### config.mk
export PLATFORM = sky130hd
export DESIGN_NAME = process_id_allocator
export DESIGN_NICKNAME = d
export VERILOG_FILES = /design/src/design/pida_pkg.sv /design/src/design/process_id_allocator.sv /design/src/design/pida_ctrl.sv /design/src/design/pida_dpath.sv
export SDC_FILE = /design/constraint.sdc
export NUM_CORES = 1
export LEC_CHECK = 0
export BUFFER_PORTS_ARGS = -buffer_cell sky130_fd_sc_hd__buf_2
export CAP_MARGIN = 5
export CORE_UTILIZATION = 34
export DETAILED_ROUTE_END_ITERATION = 8
export PLACE_DENSITY = 0.49
export SYNTH_ARGS = -nofsm -noshare
export SYNTH_HDL_FRONTEND = slang
export SYNTH_SLANG_ARGS = --single-unit
### constraint.sdc
create_clock -name clk -period 8.99 [get_ports clk]
set_clock_uncertainty 0.2 [all_clocks]
set_input_delay 1.798 -clock clk [delete_from_list [all_inputs] [get_ports clk]]
set_output_delay 1.798 -clock clk [all_outputs]
set_load 0.01 [all_outputs]
### src/design/pida_pkg.sv
// Shared types and constants for the process identifier allocator.
// Used by pida_ctrl, pida_dpath and process_id_allocator; no dependencies.
package pida_pkg;

	localparam int ID_W         = 10;
	localparam int STAT_W       = 2;
	localparam int TDATA_W      = 16;
	localparam int ID_SPACE_DEF = 1024;

	localparam logic [ID_W-1:0] MIN_ID_RST = 10'd100;
	localparam logic [ID_W-1:0] MAX_ID_RST = 10'd1000;

	typedef logic [ID_W-1:0] id_t;

	typedef enum logic [STAT_W-1:0] {
		ST_OK     = 2'd0,
		ST_EMPTY  = 2'd1,
		ST_BADREL = 2'd2
	} status_t;

	typedef enum logic {
		FUNC_ALLOC   = 1'b0,
		FUNC_RELEASE = 1'b1
	} func_t;

	typedef enum logic {
		REG_MIN_ID = 1'b0,
		REG_MAX_ID = 1'b1
	} reg_idx_t;

	// controller -> datapath
	typedef struct packed {
		logic clear_wr;
		logic load;
		logic setup;
		logic next_row;
		logic wrap;
		logic alloc_hit;
		logic alloc_fail;
		logic rel_chk;
		logic push;
	} dp_cmd_t;

	// datapath -> controller
	typedef struct packed {
		logic clear_last;
		logic empty_win;
		logic hit;
		logic last_row;
		logic can_wrap;
		logic out_free;
	} dp_stat_t;

endpackage

### src/design/process_id_allocator.sv
// Top level of the process identifier allocator: stream ports, config port,
// pida_ctrl sequencer and pida_dpath bitmap datapath. Uses pida_pkg.
//
//  channel  | signals                          | payload
//  ---------+----------------------------------+------------------------------------
//  cfg      | cfg_valid cfg_ready              | cfg_index (0 min_id, 1 max_id), cfg_data
//  s (in)   | s_tvalid s_tready                | tdata: release_id; tuser: func
//  m (out)  | m_tvalid m_tready                | tdata: given_id; tuser: status
//
// After reset a clearing pass zeroes the bitmap, one 32-bit row per cycle; no input
// beat is taken meanwhile. Release: accept, read the bitmap row, check, push to the
// output register. Allocate: setup (an empty window fails at once), then a read and a
// check per row scanned, as the single-port bitmap memory is read, then checked.
// One item is in flight; a new beat is taken while the previous result waits on m.
module process_id_allocator #(
	parameter int ID_SPACE = pida_pkg::ID_SPACE_DEF
) (
	input  logic                           clk,
	input  logic                           arst_n,
	input  logic                           cfg_valid,
	output logic                           cfg_ready,
	input  logic                           cfg_index,
	input  logic [pida_pkg::ID_W-1:0]      cfg_data,
	input  logic                           s_tvalid,
	output logic                           s_tready,
	input  logic [pida_pkg::TDATA_W-1:0]   s_tdata,  // [9:0] release_id, rest zero
	input  logic                           s_tuser,  // [0] func
	output logic                           m_tvalid,
	input  logic                           m_tready,
	output logic [pida_pkg::TDATA_W-1:0]   m_tdata,  // [9:0] given_id, rest zero
	output logic [pida_pkg::STAT_W-1:0]    m_tuser   // [1:0] status
);
	import pida_pkg::*;

	dp_cmd_t cmd;
	dp_stat_t stat;
	id_t     given;
	status_t status;

	assign cfg_ready = 1'b1;

	pida_ctrl u_ctrl (
		.clk      (clk),
		.arst_n   (arst_n),
		.in_valid (s_tvalid),
		.in_ready (s_tready),
		.in_func  (func_t'(s_tuser)),
		.stat     (stat),
		.cmd      (cmd)
	);

	pida_dpath #(
		.ID_SPACE (ID_SPACE)
	) u_dpath (
		.clk        (clk),
		.arst_n     (arst_n),
		.cfg_valid  (cfg_valid),
		.cfg_index  (reg_idx_t'(cfg_index)),
		.cfg_data   (cfg_data),
		.in_rel_id  (s_tdata[ID_W-1:0]),
		.cmd        (cmd),
		.stat       (stat),
		.out_valid  (m_tvalid),
		.out_ready  (m_tready),
		.out_given  (given),
		.out_status (status)
	);

	assign m_tdata = {{(TDATA_W - ID_W){1'b0}}, given};
	assign m_tuser = status;

endmodule

### src/design/pida_ctrl.sv
// Sequencer for the identifier allocator: clearing pass, row scan, release check.
// Depends on pida_pkg; drives pida_dpath through dp_cmd_t.
module pida_ctrl (
	input  logic               clk,
	input  logic               arst_n,
	input  logic               in_valid,
	output logic               in_ready,
	input  pida_pkg::func_t    in_func,
	input  pida_pkg::dp_stat_t stat,
	output pida_pkg::dp_cmd_t  cmd
);
	import pida_pkg::*;

	typedef enum logic [7:0] {
		S_CLEAR  = 8'b0000_0001,
		S_IDLE   = 8'b0000_0010,
		S_SETUP  = 8'b0000_0100,
		S_ARD    = 8'b0000_1000,
		S_ACHK   = 8'b0001_0000,
		S_RRD    = 8'b0010_0000,
		S_RCHK   = 8'b0100_0000,
		S_FINISH = 8'b1000_0000
	} state_t;

	state_t state_q, state_d;

	assign in_ready = (state_q == S_IDLE);

	always_comb begin
		state_d = state_q;
		cmd     = '0;
		case (state_q)
			S_CLEAR: begin
				cmd.clear_wr = 1'b1;
				if (stat.clear_last) state_d = S_IDLE;
			end
			S_IDLE: begin
				if (in_valid) begin
					cmd.load = 1'b1;
					state_d  = (in_func == FUNC_RELEASE) ? S_RRD : S_SETUP;
				end
			end
			S_SETUP: begin
				if (stat.empty_win) begin
					cmd.alloc_fail = 1'b1;
					state_d        = S_FINISH;
				end else begin
					cmd.setup = 1'b1;
					state_d   = S_ARD;
				end
			end
			S_ARD: state_d = S_ACHK;
			S_ACHK: begin
				if (stat.hit) begin
					cmd.alloc_hit = 1'b1;
					state_d       = S_FINISH;
				end else if (!stat.last_row) begin
					cmd.next_row = 1'b1;
					state_d      = S_ARD;
				end else if (stat.can_wrap) begin
					// restart from the window bottom, up to the start point
					cmd.wrap = 1'b1;
					state_d  = S_ARD;
				end else begin
					cmd.alloc_fail = 1'b1;
					state_d        = S_FINISH;
				end
			end
			S_RRD: state_d = S_RCHK;
			S_RCHK: begin
				cmd.rel_chk = 1'b1;
				state_d     = S_FINISH;
			end
			S_FINISH: begin
				// hold until the output register can take the beat
				if (stat.out_free) begin
					cmd.push = 1'b1;
					state_d  = S_IDLE;
				end
			end
			default: state_d = S_CLEAR;
		endcase
	end

	always_ff @(posedge clk or negedge arst_n) begin
		if (!arst_n) begin
			state_q <= S_CLEAR;
		end else begin
			state_q <= state_d;
		end
	end

endmodule

### src/design/pida_dpath.sv
// Datapath for the identifier allocator: usage bitmap memory, window registers,
// cursor, row scan with first-free search, result and output registers. Uses pida_pkg.
module pida_dpath #(
	parameter int ID_SPACE = pida_pkg::ID_SPACE_DEF
) (
	input  logic                 clk,
	input  logic                 arst_n,
	input  logic                 cfg_valid,
	input  pida_pkg::reg_idx_t   cfg_index,
	input  pida_pkg::id_t        cfg_data,
	input  pida_pkg::id_t        in_rel_id,
	input  pida_pkg::dp_cmd_t    cmd,
	output pida_pkg::dp_stat_t   stat,
	output logic                 out_valid,
	input  logic                 out_ready,
	output pida_pkg::id_t        out_given,
	output pida_pkg::status_t    out_status
);
	import pida_pkg::*;

	localparam int IDX_W   = $clog2(ID_SPACE);
	localparam int WORD_W  = (ID_SPACE >= 64) ? 32 : ID_SPACE / 2;
	localparam int BIT_W   = $clog2(WORD_W);
	localparam int ROWS    = (ID_SPACE + WORD_W - 1) / WORD_W;
	localparam int ROW_W   = IDX_W - BIT_W;
	localparam int TOP_LIM = (ID_SPACE - 1 > 1023) ? 1023 : ID_SPACE - 1;
	localparam id_t TOP_CAP = ID_W'(TOP_LIM);

	function automatic logic [ROW_W-1:0] row_of(input id_t id);
		logic [IDX_W-1:0] ix;
		ix = IDX_W'(id);
		return ix[IDX_W-1:BIT_W];
	endfunction

	function automatic logic [BIT_W-1:0] bit_of(input id_t id);
		return id[BIT_W-1:0];
	endfunction

	logic [WORD_W-1:0] mem [ROWS];
	logic [WORD_W-1:0] rd_data_q;

	id_t              min_q, max_q, cursor_q;
	id_t              rid_q, start_q, rlo_q, rhi_q;
	logic             phase_b_q;
	logic [ROW_W-1:0] row_q;
	id_t              res_given_q, out_given_q;
	status_t          res_status_q, out_status_q;
	logic             out_valid_q;

	id_t               top_w, start_w, found_id;
	logic [BIT_W-1:0]  lo_b, hi_b, pos;
	logic [WORD_W-1:0] mask_lo, mask_hi, free_w, wdata;
	logic              hit, rel_bad, mem_we;

	assign top_w   = (max_q > TOP_CAP) ? TOP_CAP : max_q;
	assign start_w = (cursor_q < min_q || cursor_q > top_w) ? min_q : cursor_q;

	// free bits of the current row that fall inside [rlo, rhi], and the lowest of them
	always_comb begin
		lo_b    = (row_q == row_of(rlo_q)) ? bit_of(rlo_q) : '0;
		hi_b    = (row_q == row_of(rhi_q)) ? bit_of(rhi_q) : '1;
		mask_lo = {WORD_W{1'b1}} << lo_b;
		mask_hi = {WORD_W{1'b1}} >> (BIT_W'(WORD_W - 1) - hi_b);
		free_w  = ~rd_data_q & mask_lo & mask_hi;
		hit     = |free_w;
		pos     = '0;
		for (int i = WORD_W - 1; i >= 0; i--) begin
			if (free_w[i]) pos = BIT_W'(i);
		end
	end

	assign found_id = ID_W'({row_q, pos});
	assign rel_bad  = (rid_q < min_q) || (rid_q > top_w) || !rd_data_q[bit_of(rid_q)];

	always_comb begin
		mem_we = cmd.clear_wr | cmd.alloc_hit | (cmd.rel_chk & ~rel_bad);
		if (cmd.clear_wr) begin
			wdata = '0;
		end else if (cmd.alloc_hit) begin
			wdata = rd_data_q | (WORD_W'(1) << pos);
		end else begin
			wdata = rd_data_q & ~(WORD_W'(1) << bit_of(rid_q));
		end
	end

	always_ff @(posedge clk) begin
		rd_data_q <= mem[row_q];
		if (mem_we) mem[row_q] <= wdata;
	end

	always_ff @(posedge clk or negedge arst_n) begin
		if (!arst_n) begin
			min_q       <= MIN_ID_RST;
			max_q       <= MAX_ID_RST;
			cursor_q    <= MIN_ID_RST;
			row_q       <= '0;
			phase_b_q   <= 1'b0;
			out_valid_q <= 1'b0;
		end else begin
			if (cfg_valid) begin
				case (cfg_index)
					REG_MIN_ID: min_q <= cfg_data;
					REG_MAX_ID: max_q <= cfg_data;
					default: ;
				endcase
			end
			if (cmd.clear_wr || cmd.next_row) row_q <= row_q + ROW_W'(1);
			if (cmd.load) row_q <= row_of(in_rel_id);
			if (cmd.setup) begin
				row_q     <= row_of(start_w);
				phase_b_q <= 1'b0;
			end
			if (cmd.wrap) begin
				row_q     <= row_of(min_q);
				phase_b_q <= 1'b1;
			end
			if (cmd.alloc_hit) cursor_q <= found_id;
			if (cmd.push) begin
				out_valid_q <= 1'b1;
			end else if (out_ready) begin
				out_valid_q <= 1'b0;
			end
		end
	end

	always_ff @(posedge clk) begin
		if (cmd.load) rid_q <= in_rel_id;
		if (cmd.setup) begin
			start_q <= start_w;
			rlo_q   <= start_w;
			rhi_q   <= top_w;
		end
		if (cmd.wrap) begin
			rlo_q <= min_q;
			rhi_q <= start_q - ID_W'(1);
		end
		if (cmd.alloc_hit) begin
			res_given_q  <= found_id;
			res_status_q <= ST_OK;
		end
		if (cmd.alloc_fail) begin
			res_given_q  <= '0;
			res_status_q <= ST_EMPTY;
		end
		if (cmd.rel_chk) begin
			res_given_q  <= rid_q;
			res_status_q <= rel_bad ? ST_BADREL : ST_OK;
		end
		if (cmd.push) begin
			out_given_q  <= res_given_q;
			out_status_q <= res_status_q;
		end
	end

	assign stat.clear_last = (row_q == ROW_W'(ROWS - 1));
	assign stat.empty_win  = (min_q > top_w);
	assign stat.hit        = hit;
	assign stat.last_row   = (row_q == row_of(rhi_q));
	assign stat.can_wrap   = !phase_b_q && (start_q > min_q);
	assign stat.out_free   = !out_valid_q || out_ready;

	assign out_valid  = out_valid_q;
	assign out_given  = out_given_q;
	assign out_status = out_status_q;

	a_cursor_follows: assert property (@(posedge clk) disable iff (!arst_n)
		cmd.alloc_hit |=> cursor_q == res_given_q)
		else $error("cursor not left on the allocated identifier");

	a_hit_in_range: assert property (@(posedge clk) disable iff (!arst_n)
		cmd.alloc_hit |-> (found_id >= rlo_q) && (found_id <= rhi_q))
		else $error("allocated identifier outside the scan range");

	a_bad_rel_no_write: assert property (@(posedge clk) disable iff (!arst_n)
		(cmd.rel_chk && ((rid_q < min_q) || (rid_q > top_w))) |-> !mem_we)
		else $error("out-of-range release modified the map");

	a_out_from_push: assert property (@(posedge clk) disable iff (!arst_n)
		$rose(out_valid_q) |-> $past(cmd.push))
		else $error("output beat raised without a push");

endmodule

==> flow_metrics.tcl, run 1 <==
set metrics [dict create \
    timing.slew.headroom_pct 15.5 \
    crit_required_ps 9180 \
    layout_commonest_cell "edfxtp_1" \
    hold_depth 0 \
    dpl_cell_area_um2 50300 \
    crit_path_start_kind "flop" \
    numPortBuffers 40 \
    min_to "u_dpath.out_given[4]$_DFFE_PP_" \
    nNetsFinal 2756 \
    top_layer "met4" \
    p_int_w 0.0118 \
    fmax_mhz 143 \
    async_flop_share_pct 3.86 \
    yosysWarnings 0 \
    finalHoldViolCount 0 \
    cts_setup_buffers 0 \
    grt_max_degree 117 \
    syn_to_final_growth_pct 14.8 \
    synth.area.mux_share_pct 13.1 \
    hold_path.class "reg -> reg" \
    worstSetupPathType "reg -> reg" \
    synth_top_family_by_area "multiplexers" \
    num_rows 136 \
    cts_root_buf "clkbuf_16" \
    synth.distinct_cells 81 \
    met3_length_mm 9.25 \
    wl_met2_mm 68.6 \
    mostFrequentLayoutCells "1,088 x edfxtp_1, 266 x mux4_2, 133 x a22oi_1" \
    h-tree-depth 3 \
    path_clk_slew_ps 60 \
    chipHeight_um 376 \
    num_vias 26000 \
    p_clk_share_pct 29.3 \
    power_frac_seq_pct 43.5 \
    cts_buffers 121 \
    synth_edf_count 1088 \
    grt_pass1_vias 26600 \
    post_cts_resized 0 \
    fin_area_um2 54500 \
    synth_compound_area_share_pct 6.45 \
    post-place-ws_ps 2120 \
    ant_nets 0 \
    drc 0 \
    synth_seq_cells 1165 \
    p_leak_nw 17.5 \
    ys_seq_area_share_pct 72.6 \
    grt-ovfl-total 0 \
    p_comb_share_pct 27.3 \
    rrSetupSlack_ps 1970 \
    synth_adder_area_share_pct 1.69 \
    cts.sinks 1165 \
    fin_crit_ps 7020 \
    wl_per_cell_um 31.0 \
    cp-end-kind "flop" \
    post_route_cells_drive_above_1_share_pct 25.0 \
    r2r-start "u_dpath.row_q[0]$_DFFE_PN0P_" \
    cts_tree "yes" \
    die_area_um2 141000 \
    ir_drop_v 0.000287 \
    fin_cells 4625 \
    first_pass_iters 5 \
    period_share_pct 78.0 \
    power_w 0.0174 \
    clk_latency_ps 780 \
    reg2reg_depth 10 \
    cellPowerDensity_nw_per_um2 319 \
    setup_viol 0 \
    grtUsageTotal_pct 20.3 \
    io_pins 54 \
    hpwl_mm 81.8 \
    fin_ws_ps 1970 \
    antenna_found_initial 2 \
    worstPathArrival_ps 7200 \
    switching_share_pct 32.2 \
    worst_pin_slew_ps 1270 \
    wirelength_met1_mm 61.1 \
    drt_iter0_drc 2743 \
    dp_cells 4393 \
    max_cap_viol_count 0 \
    timing.rr.end "u_dpath.mem[7][7]$_DFFE_PP_" \
    status "completed" \
    die_x_um 376 \
    synthSimpleGateAreaFrac_pct 4.20 \
    gp_congestion 0.888 \
    cts_hold_buf 0 \
    core_um2 138000 \
    synth_xor_area_share_pct 0.403 \
    p_switching_w 0.00560 \
    grt_pass1_wl_mm 202 \
    synth_ff_type "edfxtp_1" \
    syn-cell-area_um2 47500 \
    drt_wl_total_mm 143 \
    vias_per_cell 5.62 \
    rsz0062_at_grt "no" \
    critPathMaxFanout 41 \
    setup_tns_ps 0 \
    synthCells 2546 \
    syn_area_per_cell_um2 18.6 \
    slew_viol_final 0 \
    clock_path_buffers 3 \
    initial_utilization_pct 34.4 \
    diodes 0 \
    hold_start "u_dpath.res_given_q[4]$_DFFE_PP_" \
]
==> worst max-delay path by stage <==
stage,from,to,depth (start not counted)
after floorplan,u_dpath.row_q[4]$_DFFE_PN0P_,u_dpath.mem[0][25]$_DFFE_PP_,13
after global placement,u_dpath.row_q[0]$_DFFE_PN0P_,u_dpath.mem[22][6]$_DFFE_PP_,10
after detailed placement,u_dpath.row_q[0]$_DFFE_PN0P_,u_dpath.mem[28][6]$_DFFE_PP_,10
after CTS,u_dpath.row_q[0]$_DFFE_PN0P_,u_dpath.mem[22][6]$_DFFE_PP_,10
after global routing,u_dpath.row_q[0]$_DFFE_PN0P_,u_dpath.mem[30][7]$_DFFE_PP_,10
final,u_dpath.row_q[0]$_DFFE_PN0P_,u_dpath.mem[7][7]$_DFFE_PP_,10
==> power groups by stage <==
stage	Clock, W	Sequential [W]	Combinational [W]
2_1_floorplan	0	0.00736	0.00310
3_3_place_gp	0	0.00765	0.00465
3_5_place_dp	0	0.00767	0.00474
4_1_cts	0.00519	0.00756	0.00475
5_1_grt	0.00539	0.00759	0.00507
6_report	0.00509	0.00756	0.00474
==> kinds of logic after synthesis <==
family / count (synthesis)
mux: 288
flops: 1165
simple gates: 390
other cells: 2
compound gates: 441
buf+inv: 175
fa+ha+maj: 64
xor+xnor: 21
==> layout make-up <==
| class | count | area, um2 |
|---|---|---|
| flip-flops and latches | 1165 | 34500 |
| clock inverters | 70 | 803 |
| inverters | 37 | 139 |
| fillers | 12400 | 83500 |
| repair buffers | 123 | 893 |
| multi-input cells | 1211 | 12600 |
| well taps | 1863 | 2330 |
| clock buffers | 156 | 3230 |
==> registers in the layout, indices dropped and copies added, names as in the netlist <==
register,flops
u_ctrl.state_q,8
u_dpath.out_valid,1
u_dpath.rlo_q,10
u_dpath.out_status,2
u_dpath.max_q,10
u_dpath.rhi_q,10
u_dpath.res_given_q,10
u_dpath.mem,1024
u_dpath.rd_data_q,32
u_dpath.row_q,5
u_dpath.start_q,10
u_dpath.cursor_q,10
u_dpath.phase_b_q,1
u_dpath.rid_q,10
u_dpath.min_q,10
u_dpath.res_status_q,2
u_dpath.out_given,10
==> layer usage <==
metal / vias to the layer above / global-route usage [%]
li1: 10800 / -
met3: 202 / 3.55
met1: 14000 / 27.8
met5: - / 0
met4: 0 / 6.09
met2: 973 / 33.0
==> cell usage after synthesis (11+ instances only) <==
library cell	count	share of area, %
a21oi_1	43	0.45
o21ai_0	78	0.82
nand4_1	45	0.59
buf_1	30	0.24
buf_2	11	0.12
o21a_1	13	0.21
dfstp_2	13	0.72
clkbuf_1	86	0.68
nor2_1	80	0.63
mux4_2	266	13
inv_1	36	0.28
or3_1	18	0.24
a21o_1	16	0.25
ha_1	64	1.7
xnor2_1	13	0.24
edfxtp_1	1088	69
o31ai_1	17	0.27
a22oi_1	133	2.1
a31oi_1	23	0.30
mux2_2	19	0.45
nand2_1	107	0.85
and3_1	32	0.42
nand3_1	26	0.27
dfrtp_1	32	1.7
dfxtp_1	32	1.3
nor3_1	17	0.18
a211oi_1	14	0.22
o211ai_1	34	0.54
==> through the flow <==
step           utilization (%)  hold slack [ps]
2_1_floorplan                -              200
3_3_place_gp              36.5              201
3_5_place_dp              36.5              205
4_1_cts                   39.4              220
5_1_grt                   39.5              226
6_report                  39.5              218
==> worst max-delay path: stages (launching register included) <==
cell and delay (ps):
dfrtp_4 1000, xnor2_1 220, and4_1 790, nand2_1 440, a22oi_1 320, o22ai_1 210
nor3_1 560, o21ai_0 290, a211oi_1 910, nand2_1 570, o21ai_2 1130
No activity file was read; power rests on OpenSTA's default activity.
==> run 2, diff against run 1 <==
==> constraint.sdc (replaced) <==
create_clock -name clk -period 7.04 [get_ports clk]
set_clock_uncertainty 0.2 [all_clocks]
set_input_delay 1.408 -clock clk [delete_from_list [all_inputs] [get_ports clk]]
set_output_delay 1.408 -clock clk [all_outputs]
set_load 0.01 [all_outputs]
==> run 2 against run 1 <==
Hold slack improved by 1.7 ps. Sequential power increased by 26%. Combinational power increased by 34%. Maximum frequency increased by 17%. Non-clock buffer count increased by 9. Critical path depth increased by 2. Clock power increased by 26%. Routed wire length decreased by 2.7%. First-iteration DRC count increased by 1.8%. Die area unchanged. Highest routed layer unchanged.
==> flow_metrics.tcl, run 2 (synthesis results as in run 1) <==
set metrics [dict create \
    vias_per_cell 5.62 \
    fmax_mhz 166 \
    grt-ovfl-total 0 \
    top_regs "u_dpath.mem x1024, u_dpath.rd_data_q x32" \
    post_route_cells_drive_above_1_share_pct 25.4 \
    cp-end-kind "flop" \
    clk_latency_ps 760 \
    cts_tree "yes" \
    gp_congestion 0.906 \
    initial_utilization_pct 34.4 \
    largest_reg_flops 1024 \
    timing.slew.headroom_pct 19.1 \
    drc 0 \
    status "completed" \
    critPathMaxFanout 26 \
    p_clk_share_pct 28.8 \
    rrSetupSlack_ps 1020 \
    worst_pin_slew_ps 1210 \
    nNetsFinal 2763 \
    finalHoldViolCount 0 \
    setup_viol 0 \
    rsz0062_at_grt "no" \
    cts_hold_buf 0 \
    fin_cells 4628 \
    grt_pass1_wl_mm 199 \
    max_cap_viol_count 0 \
    post-place-ws_ps 1080 \
    reg2reg_depth 12 \
    clock_path_buffers 3 \
    cp-startpoint "u_dpath.row_q[4]$_DFFE_PN0P_" \
    chipHeight_um 376 \
    die_x_um 376 \
    crit_required_ps 7280 \
    cellPowerDensity_nw_per_um2 408 \
    post_cts_resized 0 \
    grtUsageTotal_pct 19.8 \
    io_pins 54 \
    cts_setup_buffers 0 \
    diodes 0 \
    switching_share_pct 32.4 \
    drt_wl_total_mm 139 \
    grt_pass1_vias 26500 \
    r2r-start "u_dpath.row_q[4]$_DFFE_PN0P_" \
    worstSetupPathType "reg -> reg" \
    antenna_found_initial 2 \
    num-fill-cells 12400 \
    mostFrequentLayoutCells "1,088 x edfxtp_1, 266 x mux4_2, 133 x a22oi_1" \
    hpwl_mm 83.0 \
    power_w 0.0222 \
    ir_drop_v 0.000342 \
    p_int_w 0.0150 \
    wl_per_cell_um 30.1 \
    die_area_um2 141000 \
    power_frac_seq_pct 42.7 \
    drt_iter0_drc 2792 \
    cts_buffers 119 \
    p_switching_w 0.00721 \
    dp_cells 4407 \
    period_share_pct 85.5 \
    syn_to_final_growth_pct 14.8 \
    slew_viol_final 0 \
    ant_nets 0 \
    layout_commonest_cell "edfxtp_1" \
    p_comb_share_pct 28.5 \
    first_pass_iters 7 \
    multiInputGateArea_um2 12600 \
    h-tree-depth 3 \
    core_um2 138000 \
    hold_path.class "reg -> reg" \
    cts_root_buf "clkbuf_16" \
    crit_path_start_kind "flop" \
    largest-register "u_dpath.mem" \
    p_leak_nw 17.5 \
    setup_tns_ps 0 \
    worstPathArrival_ps 6260 \
    cts.sinks 1165 \
    numPortBuffers 40 \
    endpoint "u_dpath.mem[26][12]$_DFFE_PP_" \
    path_clk_slew_ps 70 \
    timing.rr.end "u_dpath.mem[26][12]$_DFFE_PP_" \
    regArea_um2 34500 \
    num_vias 26000 \
    num_rows 136 \
    grt_max_degree 139 \
    fin_ws_ps 1020 \
    fin_crit_ps 6020 \
]
run 2: changes by cell type in the layout (fill, tap and decap cells not counted), sizes merged:
cell and delta:
buf +9, clkbuf -5, clkinvlp +4, clkinv -3
inv -3, bufinv +1
run 2: area by class of cell:
class	instances	area share, %
sequential	1165	63.3
clock buffer	151	5.80
multi-input combinational	1211	23.1
clock inverter	69	1.50
tap	1863	4.28
timing repair buffer	132	1.74
inverter	37	0.255
run 2: critical path, stage by stage, from the launching register on:
cell and delay (ps):
dfrtp_1 840, xnor2_1 210, and4_1 820, a21oi_1 350, a22oi_1 270, o22ai_1 210, or4b_1 570, buf_4 200
o21ai_2 460, o211ai_1 240, buf_4 270, and3_2 640, buf_4 390
run 2: power by group through the flow:
stage	Sequential, W	Combinational (W)	Clock [W]
global route	0.00953	0.00676	0.00679
finish	0.00950	0.00633	0.00641
floorplan	0.00940	0.00396	0
global placement	0.00962	0.00627	0
detailed placement	0.00964	0.00638	0
CTS	0.00950	0.00640	0.00654
run 2: worst min path at each step:
stage / from / to / cells after the start
2_1_floorplan: u_dpath.res_given_q[0]$_DFFE_PP_ / u_dpath.out_given[0]$_DFFE_PP_ / 0
3_3_place_gp: u_dpath.res_given_q[8]$_DFFE_PP_ / u_dpath.out_given[8]$_DFFE_PP_ / 0
3_5_place_dp: u_dpath.res_given_q[7]$_DFFE_PP_ / u_dpath.out_given[7]$_DFFE_PP_ / 0
4_1_cts: u_dpath.res_given_q[8]$_DFFE_PP_ / u_dpath.out_given[8]$_DFFE_PP_ / 0
5_1_grt: u_dpath.res_given_q[0]$_DFFE_PP_ / u_dpath.out_given[0]$_DFFE_PP_ / 0
6_report: u_dpath.res_given_q[8]$_DFFE_PP_ / u_dpath.out_given[8]$_DFFE_PP_ / 0
run 2: metal layers:
layer / GRT usage (%) / wire length [um] / share of wire (%) / vias up
li1: - / - / - / 10800
met1: 27.1 / 59400 / 43 / 14000
met2: 32.6 / 68200 / 49 / 927
met3: 3.27 / 7950 / 5.7 / 222
met4: 5.28 / 3790 / 2.7 / 0
met5: 0 / 0 / 0 / -
run 2: through the flow:
stage                     hold WS (ps)  instance area [um2]  util [%]
after floorplan                    200                47500         -
after global placement             203                50500      36.6
after detailed placement           205                50500      36.6
after CTS                          221                54400      39.5
after global routing               234                54500      39.5
final                              220                54500      39.5
